--- src/hdl/bsd_pkg.sv ---
// Package for the bounded stack with dump block.
// Holds the shared widths, defaults, operation and result codes, and the command type.
// Depends on nothing.
package bsd_pkg;

  localparam int DATA_W      = 32;
  localparam int CAP_W       = 7;
  localparam int DEPTH_DEF   = 64;
  localparam logic [CAP_W-1:0] CAP_RESET = 7'd64;
  localparam int QUEUE_DEPTH = 2;

  typedef enum logic [1:0] {
    OP_PUSH      = 2'd0,
    OP_POP       = 2'd1,
    OP_DUMP_DOWN = 2'd2,
    OP_DUMP_UP   = 2'd3
  } op_t;

  typedef enum logic [1:0] {
    KIND_ENTRY = 2'd0,
    KIND_FULL  = 2'd1,
    KIND_EMPTY = 2'd2
  } kind_t;

  typedef enum logic {
    ST_IDLE = 1'b0,
    ST_DUMP = 1'b1
  } state_t;

  typedef struct packed {
    op_t                       op;
    logic signed [DATA_W-1:0]  value;
  } cmd_t;

endpackage

--- src/hdl/bsd_front.sv ---
// Front end of the stack block: accepts transactions and decodes them into commands.
// Depends on bsd_pkg; feeds bsd_queue.
module bsd_front
  import bsd_pkg::*;
(
  input  logic                      start,
  input  logic [1:0]                in_opcode,
  input  logic signed [DATA_W-1:0]  in_push_value,
  input  logic                      q_full,
  output logic                      busy,
  output logic                      q_push,
  output cmd_t                      q_cmd
);

  op_t op_dec;

  always_comb begin
    unique case (in_opcode)
      2'd0: op_dec = OP_PUSH;
      2'd1: op_dec = OP_POP;
      2'd2: op_dec = OP_DUMP_DOWN;
      2'd3: op_dec = OP_DUMP_UP;
      default: op_dec = OP_PUSH;
    endcase
  end

  assign busy        = q_full;
  assign q_push      = start && !q_full;
  assign q_cmd.op    = op_dec;
  assign q_cmd.value = in_push_value;

endmodule

--- src/hdl/bsd_queue.sv ---
// Short command queue between the front end and the back end of the stack block.
// Depends on bsd_pkg for the command type and the queue depth.
module bsd_queue
  import bsd_pkg::*;
(
  input  logic  clk,
  input  logic  rst_n,
  input  logic  push,
  input  cmd_t  push_cmd,
  input  logic  pop,
  output logic  full,
  output logic  vld,
  output cmd_t  head
);

  localparam int QAW = (QUEUE_DEPTH > 1) ? $clog2(QUEUE_DEPTH) : 1;
  localparam int QCW = $clog2(QUEUE_DEPTH + 1);

  cmd_t             slot_r [QUEUE_DEPTH];
  logic [QAW-1:0]   wr_ptr_r, wr_ptr_nxt;
  logic [QAW-1:0]   rd_ptr_r, rd_ptr_nxt;
  logic [QCW-1:0]   count_r, count_nxt;
  logic             do_push, do_pop;

  assign full    = (count_r == QCW'(QUEUE_DEPTH));
  assign vld     = (count_r != '0);
  assign head    = slot_r[rd_ptr_r];
  assign do_push = push && !full;
  assign do_pop  = pop && vld;

  always_comb begin
    wr_ptr_nxt = wr_ptr_r;
    rd_ptr_nxt = rd_ptr_r;
    count_nxt  = count_r;
    if (do_push) begin
      wr_ptr_nxt = (wr_ptr_r == QAW'(QUEUE_DEPTH - 1)) ? '0 : wr_ptr_r + QAW'(1);
    end
    if (do_pop) begin
      rd_ptr_nxt = (rd_ptr_r == QAW'(QUEUE_DEPTH - 1)) ? '0 : rd_ptr_r + QAW'(1);
    end
    if (do_push && !do_pop) begin
      count_nxt = count_r + QCW'(1);
    end else if (do_pop && !do_push) begin
      count_nxt = count_r - QCW'(1);
    end
  end

  always_ff @(posedge clk) begin
    if (!rst_n) begin
      wr_ptr_r <= '0;
      rd_ptr_r <= '0;
      count_r  <= '0;
    end else begin
      wr_ptr_r <= wr_ptr_nxt;
      rd_ptr_r <= rd_ptr_nxt;
      count_r  <= count_nxt;
    end
  end

  always_ff @(posedge clk) begin
    if (do_push) begin
      slot_r[wr_ptr_r] <= push_cmd;
    end
  end

endmodule

--- src/hdl/bsd_back.sv ---
// Back end of the stack block: executes commands against the store and fill count.
// Depends on bsd_pkg; takes commands from bsd_queue and drives the result ports.
module bsd_back
  import bsd_pkg::*;
#(
  parameter int DEPTH = DEPTH_DEF
) (
  input  logic                      clk,
  input  logic                      rst_n,
  input  logic [CAP_W-1:0]          capacity,
  input  logic                      q_vld,
  input  cmd_t                      q_cmd,
  output logic                      q_pop,
  output logic                      out_strobe,
  output logic [1:0]                out_kind,
  output logic signed [DATA_W-1:0]  out_entry,
  output logic                      out_last
);

  localparam int FW = $clog2(DEPTH + 1);
  localparam int AW = (DEPTH > 1) ? $clog2(DEPTH) : 1;
  localparam int CW = (FW > CAP_W) ? FW : CAP_W;

  logic signed [DATA_W-1:0]  mem [DEPTH];
  logic signed [DATA_W-1:0]  rd_data_r;

  state_t          st_r, st_nxt;
  logic [FW-1:0]   fill_r, fill_nxt;
  logic [AW-1:0]   cnt_r, cnt_nxt;
  logic            up_r, up_nxt;
  logic            res_vld_r, res_vld_nxt;
  kind_t           res_kind_r, res_kind_nxt;
  logic            res_last_r, res_last_nxt;
  logic            res_dump_r, res_dump_nxt;

  logic            mem_we;
  logic [AW-1:0]   wr_addr, rd_addr, dump_addr;
  logic            full, empty, dump_last;
  logic [FW-1:0]   top_idx;

  assign top_idx   = fill_r - FW'(1);
  assign full      = (CW'(fill_r) >= CW'(capacity)) || (fill_r >= FW'(DEPTH));
  assign empty     = (fill_r == '0);
  assign dump_last = (FW'(cnt_r) == top_idx);
  assign dump_addr = up_r ? cnt_r : AW'(top_idx - FW'(cnt_r));
  assign wr_addr   = fill_r[AW-1:0];

  always_comb begin
    st_nxt = st_r;
    unique case (st_r)
      ST_IDLE: begin
        if (q_vld && !empty && (q_cmd.op == OP_DUMP_DOWN || q_cmd.op == OP_DUMP_UP)) begin
          st_nxt = ST_DUMP;
        end
      end
      ST_DUMP: begin
        if (dump_last) begin
          st_nxt = ST_IDLE;
        end
      end
      default: st_nxt = ST_IDLE;
    endcase
  end

  always_comb begin
    q_pop        = 1'b0;
    mem_we       = 1'b0;
    rd_addr      = dump_addr;
    fill_nxt     = fill_r;
    cnt_nxt      = cnt_r;
    up_nxt       = up_r;
    res_vld_nxt  = 1'b0;
    res_kind_nxt = KIND_ENTRY;
    res_last_nxt = 1'b0;
    res_dump_nxt = 1'b0;
    unique case (st_r)
      ST_IDLE: begin
        if (q_vld) begin
          q_pop = 1'b1;
          unique case (q_cmd.op)
            OP_PUSH: begin
              if (full) begin
                res_vld_nxt  = 1'b1;
                res_kind_nxt = KIND_FULL;
                res_last_nxt = 1'b1;
              end else begin
                mem_we   = 1'b1;
                fill_nxt = fill_r + FW'(1);
              end
            end
            OP_POP: begin
              if (empty) begin
                res_vld_nxt  = 1'b1;
                res_kind_nxt = KIND_EMPTY;
                res_last_nxt = 1'b1;
              end else begin
                fill_nxt = top_idx;
              end
            end
            OP_DUMP_DOWN, OP_DUMP_UP: begin
              if (empty) begin
                res_vld_nxt  = 1'b1;
                res_kind_nxt = KIND_EMPTY;
                res_last_nxt = 1'b1;
              end else begin
                cnt_nxt = '0;
                up_nxt  = (q_cmd.op == OP_DUMP_UP);
              end
            end
            default: begin
              q_pop = 1'b1;
            end
          endcase
        end
      end
      ST_DUMP: begin
        res_vld_nxt  = 1'b1;
        res_kind_nxt = KIND_ENTRY;
        res_last_nxt = dump_last;
        res_dump_nxt = 1'b1;
        cnt_nxt      = cnt_r + AW'(1);
      end
      default: begin
        q_pop = 1'b0;
      end
    endcase
  end

  always_ff @(posedge clk) begin
    if (!rst_n) begin
      st_r      <= ST_IDLE;
      fill_r    <= '0;
      res_vld_r <= 1'b0;
    end else begin
      st_r      <= st_nxt;
      fill_r    <= fill_nxt;
      res_vld_r <= res_vld_nxt;
    end
  end

  always_ff @(posedge clk) begin
    cnt_r      <= cnt_nxt;
    up_r       <= up_nxt;
    res_kind_r <= res_kind_nxt;
    res_last_r <= res_last_nxt;
    res_dump_r <= res_dump_nxt;
  end

  always_ff @(posedge clk) begin
    if (mem_we) begin
      mem[wr_addr] <= q_cmd.value;
    end
    rd_data_r <= mem[rd_addr];
  end

  assign out_strobe = res_vld_r;
  assign out_kind   = res_kind_r;
  assign out_entry  = res_dump_r ? rd_data_r : '0;
  assign out_last   = res_last_r;

`ifndef NO_ASSERTIONS
  a_fill_bound: assert property (@(posedge clk) disable iff (!rst_n)
    fill_r <= FW'(DEPTH))
    else $error("fill count exceeds store depth");

  a_dump_nonempty: assert property (@(posedge clk) disable iff (!rst_n)
    (st_r == ST_DUMP) |-> (fill_r != '0))
    else $error("dump running on an empty stack");

  a_push_grows: assert property (@(posedge clk) disable iff (!rst_n)
    (q_pop && q_cmd.op == OP_PUSH && !full) |=> (fill_r == $past(fill_r) + FW'(1)))
    else $error("accepted push did not grow the stack");

  a_error_last: assert property (@(posedge clk) disable iff (!rst_n)
    (res_vld_r && res_kind_r != KIND_ENTRY) |-> (res_last_r && !res_dump_r))
    else $error("error result not marked last");

  a_no_pop_in_dump: assert property (@(posedge clk) disable iff (!rst_n)
    (st_r == ST_DUMP) |-> !q_pop)
    else $error("command taken while a dump is running");
`endif

endmodule

--- src/hdl/bounded_stack_with_dump_top.sv ---
// Top level of the bounded stack with dump block.
// Depends on bsd_pkg, bsd_front, bsd_queue and bsd_back; holds the capacity register.
//
//   Channel   Handshake                     Payload
//   input     start, busy (taken: start & !busy)  in_opcode, in_push_value
//   result    out_strobe, one cycle per result  out_kind, out_entry, out_last
//   config    cfg_we                        cfg_wdata (capacity)
//
// A push or pop runs as it leaves the queue: one transaction per cycle is sustained while
// no dump runs. A dump stays in the dump state until its last entry is read, one entry per
// cycle out of the single read port of the store; entries and result flags are registered
// on the way out. Busy rises when the two-entry command queue is full.
// Reset clears the fill count, queue and control; the store is not cleared.
// The receiver cannot stall, so results are never held back.
module bounded_stack_with_dump_top
  import bsd_pkg::*;
#(
  parameter int DEPTH = DEPTH_DEF
) (
  input  logic                      clk,
  input  logic                      rst_n,
  input  logic                      start,
  output logic                      busy,
  input  logic [1:0]                in_opcode,
  input  logic signed [DATA_W-1:0]  in_push_value,
  output logic                      out_strobe,
  output logic [1:0]                out_kind,
  output logic signed [DATA_W-1:0]  out_entry,
  output logic                      out_last,
  input  logic                      cfg_we,
  input  logic [CAP_W-1:0]          cfg_wdata
);

  logic [CAP_W-1:0] cap_r;
  logic             q_full, q_push, q_vld, q_pop;
  cmd_t             q_in, q_head;

  always_ff @(posedge clk) begin
    if (!rst_n) begin
      cap_r <= CAP_RESET;
    end else if (cfg_we) begin
      cap_r <= cfg_wdata;
    end
  end

  bsd_front u_front (
    .start         (start),
    .in_opcode     (in_opcode),
    .in_push_value (in_push_value),
    .q_full        (q_full),
    .busy          (busy),
    .q_push        (q_push),
    .q_cmd         (q_in)
  );

  bsd_queue u_queue (
    .clk      (clk),
    .rst_n    (rst_n),
    .push     (q_push),
    .push_cmd (q_in),
    .pop      (q_pop),
    .full     (q_full),
    .vld      (q_vld),
    .head     (q_head)
  );

  bsd_back #(
    .DEPTH (DEPTH)
  ) u_back (
    .clk        (clk),
    .rst_n      (rst_n),
    .capacity   (cap_r),
    .q_vld      (q_vld),
    .q_cmd      (q_head),
    .q_pop      (q_pop),
    .out_strobe (out_strobe),
    .out_kind   (out_kind),
    .out_entry  (out_entry),
    .out_last   (out_last)
  );

endmodule

--- config.mk ---
export PLATFORM = sky130hd
export DESIGN_NAME = bounded_stack_with_dump_top
export DESIGN_NICKNAME = d
export VERILOG_FILES = /design/src/hdl/bsd_pkg.sv /design/src/hdl/bsd_front.sv /design/src/hdl/bsd_queue.sv /design/src/hdl/bsd_back.sv /design/src/hdl/bounded_stack_with_dump_top.sv
export SDC_FILE = /design/constraint.sdc
export NUM_CORES = 2
export LEC_CHECK = 0
export BUFFER_PORTS_ARGS = -buffer_cell sky130_fd_sc_hd__buf_2
export CAP_MARGIN = 40
export CORE_AREA = 2 2 401 403
export CTS_CLUSTER_DIAMETER = 80
export DETAILED_ROUTE_END_ITERATION = 12
export DIE_AREA = 0 0 403 405
export PLACE_DENSITY = 0.73
export SLEW_MARGIN = 20
export SYNTH_ARGS = -nofsm -noshare
export SYNTH_HDL_FRONTEND = slang
export SYNTH_SLANG_ARGS = --single-unit
export TNS_END_PERCENT = 20
--- constraint.sdc ---
create_clock -name clk -period 4.5 [get_ports clk]
set_clock_uncertainty 0.05 [all_clocks]
set_input_delay 0.225 -clock clk [delete_from_list [all_inputs] [get_ports clk]]
set_output_delay 0.225 -clock clk [all_outputs]
set_load 0.02 [all_outputs]
==> reports/results.txt <==
Share of layout cells above drive strength 1 - 0.1153
Biggest area consumer among synthesized cells - edfxtp_1
Worst skew pair latency - 840 ps
Initial Util - 0.5454
Hold Path Class - primary input to register
Min Tclk post-route - 4364 ps
Critical path class - register to register
Synth top area share - 0.7339
Max_cap viols - 0
WL/cell - 27.33 um
Final period util - 0.9698
Grt met2 use - 0.4643
Die area - 163,200 sq um
CP Data Required Time - 5230 ps
DP Area - 91,620 sq um
Most Crowded Layer GR - met2
DRT iter0 DRCs - 9,215
R2r setup slk - 140 ps
Sequential cell area - 64,890 sq um
CTS H-Tree Depth - 4
Total congestion overflow - 0
Antenna Violating Nets Remaining - 0
R2R depth - 13
GPL Wtd Cong - 0.8931
Clock buffer depth - 3
Largest net degree at the start of global routing - 101
CTS Buf Count - 206
Worst setup SP type - register
Critical path, cell by cell - inv_1 > ha_1 > inv_1 > ha_1 > nor2b_2 > o21ai_1 > mux2_4 > a221o_4 > buf_12 > mux2i_1 > a32o_1 > a2111oi_0 > a221o_1
Kind of cell adding the most delay to the critical path - compound AO/OA/AOI/OAI gates
Final nets - 6,938
Worst-path clk slew - 60 ps
Post-synthesis cell type count - 66
Slowest stage delay, CP - 770 ps
Area delta synth->final - 13.86%
Number of global-route vias before repair - 55,328
Initial antenna violation count - 6
RSZ-0062 raised after global routing - true
Hold path depth - 2
Core area - 159,300 sq um
Vias per inst - 6.353
Root Driver - clkbuf_16
Fillers - 11,365
Design area - 98,900 sq um
Yosys warnings - 0
Post-DP HPWL - 137,600 um
Slew Limit Fails - 0
Multi-input gate area - 20,270 sq um
Element type at the critical path end - register
# clock sinks - 2,180
Seq/Total Area, Yosys - 0.7471
Syn Area/Cell - 13.03 sq um
Total Routed Length - 249,800 um
IO Pins - 82
Chip height - 405 um
Final setup fails - 0
Maximum clock rate - 229.1 MHz
Synth area leaders - edfxtp_1, nand2_1, nand3_1
Gr usage total - 0.3029
Post-synthesis register bit count - 2,180
Post-place setup slack - -48.00 ps
Buffers & Inverters on Critical Path - 3
Setup WS post-layout - 135.7 ps
Synth async-reset ratio - 0
PortBufs - 81
Crit-path max FO - 28
Least-Margin Pin Slew - 907.5 ps
Outcome - complete, no violations
Vias - 58,069
Syn nets - 6,732
EDFF count, synth - 2,123
DR pass1 iterations - 6
WP depth - 13
Non-filler cells, final - 9,140
Drt drc - 0
Cells after DPL - 8,689
GR Layer Usage met3 - 0.06671
Row cnt - 147
Primary FF master, synth - edfxtp_1
GR Util met1 - 0.4180
Crit path DAT - 5100 ps
CTS tree - yes
Global-route wire length before repair - 363,200 um
Slowest-stage cell, CP - a2111oi_0
Max-slew headroom - 0.3904
Die Width - 403 um
Final Hold Vio Count - 0
Post-Syn Instances - 6,669
Post-synthesis instance area - 86,860 sq um
state kept, by name, summed over array words and instances (netlist names), 2 cells and up, named ones only:
signal,cells
u_back.rd_data_r,32
cap_r,7
u_back.fill_r,7
u_back.mem,2048
u_queue.count_r,2
u_queue.slot_r,68
u_back.out_kind,2
u_back.cnt_r,6
metrics by stage:
stage | util | TNS (ps) | hold slack, ps
floorplan | - | -164420 | 273.9
global placement | 0.5738 | -62.28 | 362.2
detailed placement | 0.5752 | -48.00 | 366.1
CTS | 0.6201 | 0 | 17.70
global route | 0.6209 | -35.43 | 55.35
finish | 0.6209 | 0 | 53.10
final cells by class:
class / instances / share of cell area
Sequential cell: 2180 / 0.6561
Multi-Input combinational cell: 4018 / 0.2049
Clock buffer: 283 / 0.05702
Timing Repair Buffer: 452 / 0.04535
Tap cell: 2086 / 0.02639
Clock inverter: 102 / 0.009463
Inverter: 17 / 0.0006452
Antenna cell: 2 / 0.00005060
synth_stat cells (46+ instances only):
cell type,instances
a311oi_1,99
a31oi_1,155
and2_1,46
and3_1,178
buf_2,257
clkbuf_1,121
dfxtp_1,57
edfxtp_1,2123
nand2_1,2018
nand3_1,1010
nor2_1,65
nor3_1,64
cells in the final DEF (no fill, tap or decap), drive strengths merged, types with 29 or more instances in the layout:
master and count:
a21oi 43, clkbuf 284, dlygate4sd3 58, nor3 65
and3 178, a211oi 29, mux2i 39, nand3 1010
a31oi 155, dfxtp 57, edfxtp 2123, mux2 35
o21ai 32, nand2 2018, buf 393, a311oi 99
clkinv 77, nor2 68, and2 47
worst reg2reg max path, delay by kind of cell (launching register included):
family | cells | cell delay [ps]
AO/OA/AOI/OAI | 5 | 1950
AND/OR/NAND/NOR | 1 | 170
adder cells (fa/ha/maj) | 2 | 580
flip-flops | 1 | 470
multiplexers | 2 | 490
buffers and inverters | 3 | 600
per-layer routing:
metal	wire, um	vias up	part of all wire
met5	30	-	0.00012
met4	12050	4	0.048
met3	31130	695	0.12
met2	114500	4131	0.46
met1	92110	28423	0.37
li1	-	24816	-
cells by family after synthesis:
logic type      Yosys count  synth area share
mux                      82           0.01119
buf+inv                 471           0.02583
flops                  2180            0.7471
fa+ha+maj                18          0.002679
compound gates          458           0.03866
simple gates           3443            0.1729
xor+xnor                 17          0.001714
worst paths after layout:
kind | startpoint | endpoint
worst max-delay path | u_back.fill_r[0] | u_back.rd_data_r[2]
worst min register to register | u_queue.count_r[1] | u_queue.count_r[1]
worst min-delay path | in_push_value[28] | u_queue.slot_r[0][28]
worst max register to register | u_back.fill_r[0] | u_back.rd_data_r[2]
repair_timing:
| action | in CTS | in global routing |
|---|---|---|
| resized for setup | 1 | 9 |
| hold endpoints to repair | 120 | 0 |
| hold buffers | 58 | 0 |
| setup buffers | 0 | 0 |
| setup endpoints to repair | 1 | 9 |
Power is not shown: default switching activity piles up to over one toggle a cycle in this logic, so the estimate is an artifact.
